### config.mk
export PLATFORM = sky130hd
export DESIGN_NAME = bmd_ctrl
export DESIGN_NICKNAME = d
export VERILOG_FILES = /design/src/hw/rtl/bmd_pkg.sv /design/src/hw/rtl/bmd_ctrl.sv
export SDC_FILE = /design/constraint.sdc
export NUM_CORES = 1
export LEC_CHECK = 0
export BUFFER_PORTS_ARGS = -buffer_cell sky130_fd_sc_hd__buf_2
export CORE_AREA = 3 3 40 42
export DETAILED_ROUTE_END_ITERATION = 8
export DIE_AREA = 0 0 43 45
export PLACE_DENSITY = 0.36
export SYNTH_ARGS = -nofsm -noshare
export SYNTH_HDL_FRONTEND = slang
export SYNTH_SLANG_ARGS = --single-unit
### constraint.sdc
create_clock -name i_clk -period 1.5 [get_ports i_clk]
set_clock_uncertainty 0.05 [all_clocks]
set_input_delay 0.075 -clock i_clk [delete_from_list [all_inputs] [get_ports i_clk]]
set_output_delay 0.075 -clock i_clk [all_outputs]
set_load 0.01 [all_outputs]
### src/hw/rtl/bmd_pkg.sv
// ----------------------------------------------------------------------------
// bmd_pkg
// shared types and sizes of the block mean downsampler
// ----------------------------------------------------------------------------
package bmd_pkg;

    localparam int PIX_W     = 8;
    localparam int SUM_W     = 20;
    localparam int COLS      = 1024;
    localparam int COL_W     = 10;
    localparam int ROW_W     = 12;
    localparam int BS_W      = 7;
    localparam int OFS_W     = 6;
    localparam int W_W       = 11;
    localparam int H_W       = 13;
    localparam int CNT_W     = 13;
    localparam int Q_W       = 8;
    localparam int QI_W      = 3;
    localparam int CFG_IDX_W = 2;
    localparam int CFG_W     = 13;
    localparam int OUT_W     = 32;

    localparam logic [CFG_IDX_W-1:0] REG_BLOCK_SIZE = 2'd0;
    localparam logic [CFG_IDX_W-1:0] REG_WIDTH      = 2'd1;
    localparam logic [CFG_IDX_W-1:0] REG_HEIGHT     = 2'd2;

    localparam logic [BS_W-1:0] MAX_SIDE = 7'd64;
    localparam logic [W_W-1:0]  MAX_WID  = 11'd1024;
    localparam logic [H_W-1:0]  MAX_HGT  = 13'd4096;

    typedef enum logic [2:0] {
        S_CLEAR,
        S_IDLE,
        S_ADD,
        S_DIV,
        S_PUT
    } t_state;

    typedef struct packed {
        logic clr;
        logic accept;
        logic add;
        logic div_step;
        logic out_load;
    } t_cmd;

    typedef struct packed {
        logic clr_done;
        logic block_end;
        logic div_last;
        logic out_full;
    } t_status;

endpackage

### src/hw/rtl/bmd_ctrl.sv
// ----------------------------------------------------------------------------
// bmd_ctrl
// sequencer: clearing pass, accumulate, divide, hand result to output
// ----------------------------------------------------------------------------
module bmd_ctrl import bmd_pkg::*; (
    input  logic    i_clk,
    input  logic    i_rst_n,
    input  logic    i_restart,
    input  logic    i_s_tvalid,
    output logic    o_s_tready,
    input  t_status i_status,
    output t_cmd    o_cmd
);
    t_state r_state, n_state;

    always_ff @(posedge i_clk) begin
        if (!i_rst_n) begin
            r_state <= S_CLEAR;
        end else begin
            r_state <= n_state;
        end
    end

    always_comb begin
        n_state    = r_state;
        o_cmd      = '0;
        o_s_tready = 1'b0;
        case (r_state)
            S_CLEAR: begin
                o_cmd.clr = 1'b1;
                if (i_status.clr_done) n_state = S_IDLE;
            end
            S_IDLE: begin
                o_s_tready = 1'b1;
                if (i_s_tvalid) begin
                    o_cmd.accept = 1'b1;
                    n_state      = S_ADD;
                end
            end
            S_ADD: begin
                o_cmd.add = 1'b1;
                n_state   = i_status.block_end ? S_DIV : S_IDLE;
            end
            S_DIV: begin
                o_cmd.div_step = 1'b1;
                if (i_status.div_last) n_state = S_PUT;
            end
            S_PUT: begin
                if (!i_status.out_full) begin
                    o_cmd.out_load = 1'b1;
                    n_state        = S_IDLE;
                end
            end
            default: n_state = S_CLEAR;
        endcase
        // a write to block size, width or height restarts the frame
        if (i_restart) begin
            n_state    = S_CLEAR;
            o_cmd      = '0;
            o_s_tready = 1'b0;
        end
    end
endmodule

# Word level (Yosys, flattened, before mapping)
# Cells that the tools add are included.
dict set report classes {
  mux 16
  eq_ne 8
  shifts 0
  add_sub_neg 0
  n_bitwise 1
  n_lt_le_gt_ge 0
  mul 0
  reduce_logical 3
  div 0
}
# operator count
set op_table {}
lappend op_table {{case mux 3 bit (5 select lines)} 1}
lappend op_table {{two-way mux 3 bit} 4}
lappend op_table {{two-way mux 1 bit} 9}
lappend op_table {{!= test 2 bit, second input constant} 4}
lappend op_table {{equality test 3 x 2 -> 1 bit, second input constant} 2}
lappend op_table {{two-way mux 5 bit} 1}
lappend op_table {{AND reduction 4 bit} 1}
lappend op_table {{equality test 3 x 1 -> 1 bit, second input constant} 1}
lappend op_table {{equality test 3 bit, second input constant} 1}
lappend op_table {{logical NOT 3 bit} 1}
lappend op_table {{two-way mux 2 bit} 1}
lappend op_table {{OR reduction 2 bit} 1}
lappend op_table {{NOT 1 bit} 1}
dict set report word_totals {
  regBits 3
  inputBits 8
  mem_bits_ro 0
  mem_count 0
  ramBits 0
  latchBits 0
  wordCells 29
  output_inout_bits 6
}

# Logic depth before layout (Yosys ltp)
# Gate-level depths: netlist (run 1).
dict set report logic_depth {
  depth_word 3
  mapped_depth 4
  mapped_depth_nobuf 3
}

# Worst setup path after synthesis (run 1)
# No wires, ideal clock.
dict set report synth_path {
  path_type {register to output}
  startpoint {register r_state[2]}
  endpoint {output o_cmd[3] (netlist bit)}
  n_path_buf 0
  path_stages_with_launch 4
  path_slack_ns 0.318
  required_time_ns 1.375
  arrival_ns 1.057
  path_cell_list {dfxtp_1 > nand2b_1 > nor3_1 > and2_1}
}
# element line_no
set synth_lines {}
lappend synth_lines {{start, declared} bmd_ctrl.sv:14} ;# t_state r_state, n_state;
lappend synth_lines {{start signal, assigned} bmd_ctrl.sv:20} ;# r_state <= n_state;
lappend synth_lines {{end, declared} bmd_ctrl.sv:12} ;# output t_cmd o_cmd

==> metrics.yaml, run 1 <==
status: "completed"
hold_end: "r_state[1]"
hold_depth: 3
vdd_ir_drop_max_v: 0.000152
reg2reg_depth: 3
p_per_area_nw_per_um2: 808
maxCapViolations: 0
fmax_ghz: 0.735
largest_reg_flops: 3
synthFlopType: "dfxtp_1"
rows: 13
syn_area_per_cell_um2: 7.97
final.min_clock_period_ns: 1.36
path_class: "flip-flop to primary output"
fin_area_um2: 327
syn_inst: 27
r2r-start: "r_state[1]"
start_util: 0.167
dr.pass1.iters: 2
nFillCells: 156
die_h_um: 45
dr_total_vias: 265
period_share: 0.907
clockBufferDepth: 2
diodes: 0
pwr-share-seq: 0.327
drt_iter0_drc: 2
use_met2: 0.111
die_area_um2: 1940
path_clk_slew_ns: 0.04
gp_congestion: 0.722
area_growth_pct: 51.7
holdCritStartpoint: "i_status[2]"
grt-ovfl-total: 0
synth_cell_type_count: 16
async_flop_share: 0
rsz0062_at_grt: "false"
hold_buffers: 0
cts_root_buf: "clkbuf_4"
cts_tree: "done"
synth-seq-cells: 3
leakagePower_nw: 0.140
synth_top_area_cell: "dfxtp_1"
grt.total_usage: 0.0732
grt_max_degree: 13
drtAntennaViolNets: 0
setup_viol: 0
final_nets: 52
synth_edf_count: 0
worst_pin_slew_ns: 0.388
top_usage_layer: "met2"
timing.rr.end: "r_state[0]"
finalHoldViolations: 0
crit_fanout: 8
fin_hold_ws_ns: 0.0825
drive_above_1_share: 0.442
ff2ff_setup_slack_ns: 0.29
grt_first_pass_wirelength_mm: 1.07
top_regs: "r_state: 3 flops"
cts_sinks: 3
top_register: "r_state"
antenna_found_initial: 0
drc_errors: 0
final_common_cell: "buf_2"
final_cell_mix: "13 x buf_2, 4 x nand2b_1, 3 x nor3_1, 3 x clkbuf_4"
cp-start-kind: "flip-flop"
grtUsageMet1: 0.0913
drv_slew: 0
grtUsageMet3: 0.00398
swShare: 0.248
power_frac_comb: 0.121
io_pins: 14
cts_buffers: 3
via_per_inst: 4.57
syn_nets: 35
critical_path_arrival_ns: 1.24
synth-seq-area-share: 0.279
dp_hpwl_um: 472
die-width_um: 43
drt-total-wl_um: 620
dpl_cell_area_um2: 294
hp-class: "input pin to flip-flop"
cp_data_required_time_ns: 1.37
fin_tns_setup_ns: 0
power.switching_w: 0.0000654
p_int_w: 0.000198
clk_latency_ns: 0.24
grt_pass1_vias: 277
slew_headroom: 0.741
htreeDepth: 1
port_buffers: 13
detail_route.wl_per_cell_um: 10.7
core_area_um2: 1280
endpoint_kind: "primary output"
p_clk_frac: 0.552
yosysWarnings: 0
netlist.area_leader.share: 0.279
synth_top_cells_by_area: "dfxtp_1 28%, nand2b_1 12%, nor3_1 9.3%"
syn_area_um2: 215
==> synthesized netlist by cell type (2+ instances only) <==
master,number
nand2b_1,4
nor3_1,4
dfxtp_1,3
nor2b_1,2
nor4_1,2
o21ai_0,2
==> worst max path at each step <==
| stage | startpoint | endpoint | slack (ns) |
|---|---|---|---|
| CTS | r_state[2] | o_cmd[3] | 0.09 |
| detailed placement | r_state[2] | r_state[2] | 0.28 |
| global placement | r_state[2] | r_state[2] | 0.29 |
| floorplan | r_state[2] | o_cmd[3] | 0.32 |
| finish | r_state[2] | o_cmd[3] | 0.14 |
| global route | r_state[2] | o_cmd[3] | 0.03 |
==> repair_timing <==
action | in CTS | in global routing
endpoints found under the setup margin | 0 | 1
buffers inserted | 0 | 0
gates resized for setup | 0 | 2
==> area by class of cell <==
type	count	area (um2)	area share
timing repair buffer	13	65.1	0.199
sequential	3	61.3	0.188
clock buffer	4	26.3	0.0805
tap	15	18.8	0.0575
multi-input combinational	23	155	0.475
==> power by group through the flow <==
stage,combinational (W),clock (W),sequential [W]
finish,0.0000319,0.000146,0.0000863
global route,0.0000358,0.000156,0.0000872
CTS,0.0000317,0.000153,0.0000859
detailed placement,0.0000314,0,0.0000872
floorplan,0.0000155,0,0.0000854
global placement,0.0000311,0,0.0000872
==> per-stage QoR <==
step | utilization | worst slack [ns] | std cells | power [W]
CTS | 0.249 | 0.0931 | 58 | 0.000270
detailed placement | 0.229 | 0.285 | 54 | 0.000119
floorplan | - | 0.318 | 27 | 0.000101
global placement | 0.229 | 0.292 | 54 | 0.000118
finish | 0.254 | 0.139 | 58 | 0.000264
global route | 0.254 | 0.0299 | 58 | 0.000279
==> cells by family after synthesis <==
| group | share of synthesized area |
|---|---|
| compound gates | 0.209 |
| buf+inv | 0.0232 |
| flops | 0.279 |
| simple gates | 0.488 |
==> metal layers <==
metal / routed length (um) / up-vias
met5: 0 / -
met2: 290 / 10
met4: 10 / 0
met1: 270 / 121
met3: 48 / 2
li1: - / 132
==> critical path: stages, from the launching register on <==
cell      delay (ns)
dfxtp_1         0.44
nand2b_1        0.22
nor3_2          0.05
and2_1          0.16
buf_2           0.13
(Power assumes the default switching activity.)
==> run 2, diff against run 1 <==
--- a/config.mk
+++ b/config.mk
@@ -9,7 +9,7 @@
 export CORE_AREA = 3 3 40 42
 export DETAILED_ROUTE_END_ITERATION = 8
 export DIE_AREA = 0 0 43 45
-export PLACE_DENSITY = 0.36
+export PLACE_DENSITY_LB_ADDON = 0.05
 export SYNTH_ARGS = -nofsm -noshare
 export SYNTH_HDL_FRONTEND = slang
 export SYNTH_SLANG_ARGS = --single-unit
==> metrics.yaml, run 2 (same netlist as run 1, synthesis figures left out) <==
status: "completed"  # unchanged
cts_tree: "done"  # unchanged
area_growth_pct: 51.7  # unchanged
drtAntennaViolNets: 0  # unchanged
drive_above_1_share: 0.442  # unchanged
stdcell_count: 58  # unchanged
period_share: 0.940  # was 0.907
hold_depth: 3  # unchanged
wl_met1_um: 285  # was 270 um
largest_reg_flops: 3  # unchanged
grt.total_usage: 0.0915  # was 0.0732
detail_route.wl_per_cell_um: 11.4  # was 10.7 um
hold_buffers: 0  # unchanged
post-place-cells: 54  # unchanged
via_per_inst: 4.50  # was 4.57
critical_path_arrival_ns: 1.29  # was 1.24 ns
die-width_um: 43  # unchanged
top_register: "r_state"  # unchanged
rows: 13  # unchanged
cp-start-kind: "flip-flop"  # unchanged
grt_first_pass_wirelength_mm: 1.23  # was 1.07 mm
fin_tns_setup_ns: 0  # unchanged
dpl_cell_area_um2: 294  # unchanged
cts_root_buf: "clkbuf_4"  # unchanged
drt-total-wl_um: 659  # was 620 um
htreeDepth: 1  # unchanged
fin_area_um2: 327  # unchanged
p_total_w: 0.000264  # about the same
maxCapViolations: 0  # unchanged
drc_errors: 0  # unchanged
path_class: "flip-flop to primary output"  # unchanged
p_per_area_nw_per_um2: 810  # was 808 nW/um2
die_h_um: 45  # unchanged
port_buffers: 13  # unchanged
path_clk_slew_ns: 0.04  # about the same
dr.max_layer_used: "met4"  # unchanged
cts_sinks: 3  # unchanged
dp_hpwl_um: 503  # was 472 um
final.min_clock_period_ns: 1.41  # was 1.36 ns
dr_total_vias: 261  # was 265
drv_slew: 0  # unchanged
grt_max_degree: 13  # unchanged
cp_data_required_time_ns: 1.37  # about the same
dr_wl_met3_um: 40  # was 48 um
hp-class: "input pin to flip-flop"  # unchanged
endpoint_kind: "primary output"  # unchanged
antenna_found_initial: 0  # unchanged
fmax_ghz: 0.709  # was 0.735 GHz
crit_fanout: 8  # unchanged
core_area_um2: 1280  # unchanged
grt_pass1_vias: 272  # was 277
final_common_cell: "buf_2"  # unchanged
grt-ovfl-total: 0  # unchanged
rsz0062_at_grt: "false"  # unchanged
clk_latency_ns: 0.24  # about the same
reg2reg_depth: 3  # unchanged
wl_met2_um: 319  # was 290 um
final_nets: 52  # unchanged
setup_viol: 0  # unchanged
worst_pin_slew_ns: 0.380  # was 0.388 ns
cts_buffers: 3  # unchanged
vdd_ir_drop_max_v: 0.000148  # was 0.000152 V
die_area_um2: 1940  # unchanged
io_pins: 14  # unchanged
dr.pass1.iters: 2  # unchanged
leakagePower_nw: 0.140  # unchanged
fin_util: 0.254  # unchanged
finalHoldViolations: 0  # unchanged
top_regs: "r_state: 3 flops"  # unchanged
diodes: 0  # unchanged
gp_congestion: 0.638  # was 0.722
cts_setup_buffers: 0  # unchanged
drt_iter0_drc: 3  # was 2
start_util: 0.167  # unchanged
clockBufferDepth: 2  # unchanged
final_cell_mix: "13 x buf_2, 4 x nand2b_1, 3 x nor3_1, 3 x clkbuf_4"  # unchanged
slew_headroom: 0.747  # was 0.741
[run 2: path summary, 6_finish.rpt]
path	startpoint	end	slack, ns
setup reg to reg	r_state[2]	r_state[2]	0.28
setup / recovery	r_state[2]	o_cmd[3]	0.09
hold reg to reg	r_state[0]	r_state[1]	0.50
hold / removal	i_status[2]	r_state[1]	0.07
[run 2: report_power, final]
part	switching [W]	internal, W	total [W]
Sequential	0.00000418	0.0000824	0.0000866
Combinational	0.0000160	0.0000160	0.0000320
Clock	0.0000458	0.0000999	0.000146
Total	0.0000660	0.000198	0.000264
[run 2: layout make-up]
| class | instances | area, um2 |
|---|---|---|
| timing repair buffer | 13 | 65.1 |
| clock buffer | 4 | 26.3 |
| multi-input combinational | 23 | 155 |
| tap | 15 | 18.8 |
| sequential | 3 | 61.3 |
| fill | 155 | 958 |
[run 2: routing by layer]
metal	GRT usage	vias to the layer above
met3	0.0518	2
met4	0.0723	0
met2	0.135	9
met5	0	-
li1	-	133
met1	0.0962	117
[run 2: stage by stage]
step / hold WS (ns) / setup WS (ns)
after detailed placement: 0.319 / 0.298
final: 0.0660 / 0.0898
after global placement: 0.317 / 0.280
after global routing: 0.0710 / 0.00735
after floorplan: 0.147 / 0.318
after CTS: 0.0589 / 0.0471
[run 2: critical path, stage by stage (launching register included)]
cell      delay [ns]
dfxtp_1         0.47
nand2b_1        0.23
nor3_2          0.06
and2_1          0.16
buf_2           0.13
[run 2: what timing repair did]
| action | 4_1_cts | 5_1_grt |
|---|---|---|
| endpoints found under the setup margin | 0 | 1 |
| gates resized for setup | 0 | 2 |
| endpoints found under the hold margin | 0 | 0 |
==> run 3, diff against run 2 <==
==> constraint.sdc (replaced) <==
create_clock -name i_clk -period 1.5 [get_ports i_clk]
set_clock_uncertainty 0.05 [all_clocks]
set_input_delay 0.3 -clock i_clk [delete_from_list [all_inputs] [get_ports i_clk]]
set_output_delay 0.3 -clock i_clk [all_outputs]
set_load 0.01 [all_outputs]
==> metrics.yaml, run 3 (same netlist as run 1, synthesis figures left out) <==
core_area_um2: 1280  # unchanged
start_util: 0.167  # unchanged
slew_headroom: 0.819  # was 0.747
final_common_cell: "buf_2"  # unchanged
detail_route.wl_per_cell_um: 11.7  # was 11.4 um
status: "completed"  # unchanged
maxCapViolations: 0  # unchanged
top_regs: "r_state: 3 flops"  # unchanged
final_cell_mix: "13 x buf_2, 3 x nand2b_1, 3 x nor3_1, 3 x clkbuf_4"  # was 13 x buf_2, 4 x nand2b_1, 3 x nor3_1, 3 x clkbuf_4
dr_total_vias: 268  # was 261
area_growth_pct: 72.1  # was 51.7%
crit_path_max_incr_delay_ns: 0.34  # was 0.47 ns
grt-ovfl-total: 0  # unchanged
drtAntennaViolNets: 0  # unchanged
largest_reg_flops: 3  # unchanged
fin_ws_ns: 0.0223  # was 0.0898 ns
top_usage_layer: "met2"  # unchanged
die_h_um: 45  # unchanged
cts_buffers: 3  # unchanged
dr.pass1.iters: 2  # unchanged
path_clk_slew_ns: 0.03  # was 0.04 ns
final_nets: 53  # was 52
worstPathCellList: "buf_4, nor4_2, buf_2"  # was nand2b_1, nor3_2, and2_1, buf_2
ff2ff_setup_slack_ns: 0.31  # was 0.28 ns
setup_viol: 0  # unchanged
rsz0062_at_grt: "true"  # was false
hp-class: "input pin to flip-flop"  # unchanged
antenna_found_initial: 0  # unchanged
clockBufferDepth: 2  # unchanged
diodes: 0  # unchanged
drt-total-wl_um: 690  # was 659 um
rows: 13  # unchanged
io_pins: 14  # unchanged
worst-path-buf-inv: 2  # was 1
port_buffers: 13  # unchanged
path_class: "flip-flop to primary output"  # unchanged
crit_fanout: 6  # was 8
use_met2: 0.126  # was 0.135
endpoint_kind: "primary output"  # unchanged
grt_first_pass_wirelength_mm: 1.21  # was 1.23 mm
gp_congestion: 0.695  # was 0.638
place_worst_setup_slack_ns: 0.133  # was 0.298 ns
critical_path_arrival_ns: 1.13  # was 1.29 ns
grt_max_degree: 13  # unchanged
drc_errors: 0  # unchanged
cts_sinks: 3  # unchanged
final.min_clock_period_ns: 1.48  # was 1.41 ns
grt.total_usage: 0.0864  # was 0.0915
cts_tree: "done"  # unchanged
via_per_inst: 4.54  # was 4.50
p_per_area_nw_per_um2: 709  # was 810 nW/um2
cp_data_required_time_ns: 1.15  # was 1.37 ns
cp_slowest_cell: "dfxtp_2"  # was dfxtp_1
hold_buffers: 0  # unchanged
period_share: 0.985  # was 0.940
worst_pin_slew_ns: 0.272  # was 0.380 ns
grtUsageMet3: 0.0518  # unchanged
critical_path.top_delay_family: "flip-flops"  # unchanged
fin_util: 0.288  # was 0.254
leakagePower_nw: 0.150  # was 0.140 nW
drv_slew: 0  # unchanged
dp_hpwl_um: 497  # was 503 um
die-width_um: 43  # unchanged
vdd_ir_drop_max_v: 0.000246  # was 0.000148 V
cts_root_buf: "clkbuf_4"  # unchanged
p_total_w: 0.000262  # was 0.000264 W
finalHoldViolations: 0  # unchanged
htreeDepth: 1  # unchanged
drt_iter0_drc: 3  # unchanged
grt_pass1_vias: 277  # was 272
grtUsageMet1: 0.0957  # was 0.0962
clk_latency_ns: 0.23  # was 0.24 ns
fmax_ghz: 0.677  # was 0.709 GHz
cp-start-kind: "flip-flop"  # unchanged
top_register: "r_state"  # unchanged
drive_above_1_share: 0.591  # was 0.442
die_area_um2: 1940  # unchanged
## run 3: cell count changes in the layout (fill, tap and decap cells not counted)
cell,previous run,this run
dfxtp_1,2,0
nor3_4,0,1
and2_4,0,1
nor4_1,2,0
nor3_2,1,0
dfxtp_4,0,2
nand2b_4,0,1
buf_4,0,1
and2_1,1,0
nand2b_1,4,3
nor4_2,0,2
## run 3: power by group
part           switching (W)  internal [W]  leakage, nW
Clock              0.0000409     0.0000996       0.0150
Sequential        0.00000526     0.0000800       0.0264
Combinational      0.0000182     0.0000184        0.108
## run 3: layer usage
layer / share of wire / wire length [um]
met3: 0.087 / 60
met1: 0.45 / 308
met5: 0 / 0
met2: 0.47 / 321
met4: 0 / 0
## run 3: area by class of cell
class	instances	area [um2]
fillers	146	915
multi-input cells	23	184
repair buffers	14	72.6
clock buffers	4	26.3
flip-flops and latches	3	68.8
well taps	15	18.8
## run 3: tightest hold or removal path: stages
cell	delay, ns
buf_2	0.09
nand3b_1	0.07
a211oi_1	0.06
## run 3: worst paths after layout
path,from,endpoint,cells past startpoint
min reg2reg,r_state[2],r_state[1],1
max reg2reg,r_state[0],r_state[2],3
max,r_state[2],o_cmd[4],3
min,i_status[2],r_state[1],3
## run 3: per-stage QoR
| step | instance area, um2 | hold WS [ns] | setup TNS [ns] | cells |
|---|---|---|---|---|
| finish | 370 | 0.287 | 0 | 59 |
| global route | 370 | 0.281 | -0.130 | 59 |
| CTS | 344 | 0.282 | 0 | 59 |
| detailed placement | 302 | 0.472 | 0 | 55 |
| global placement | 302 | 0.485 | 0 | 55 |
| floorplan | 215 | 0.423 | 0 | 27 |
## run 3: timing repair
action | in CTS | in global routing
pin swaps | 0 | 1
setup buffers | 0 | 0
resized for setup | 5 | 6
setup endpoints to repair | 5 | 4
hold endpoints to repair | 0 | 0
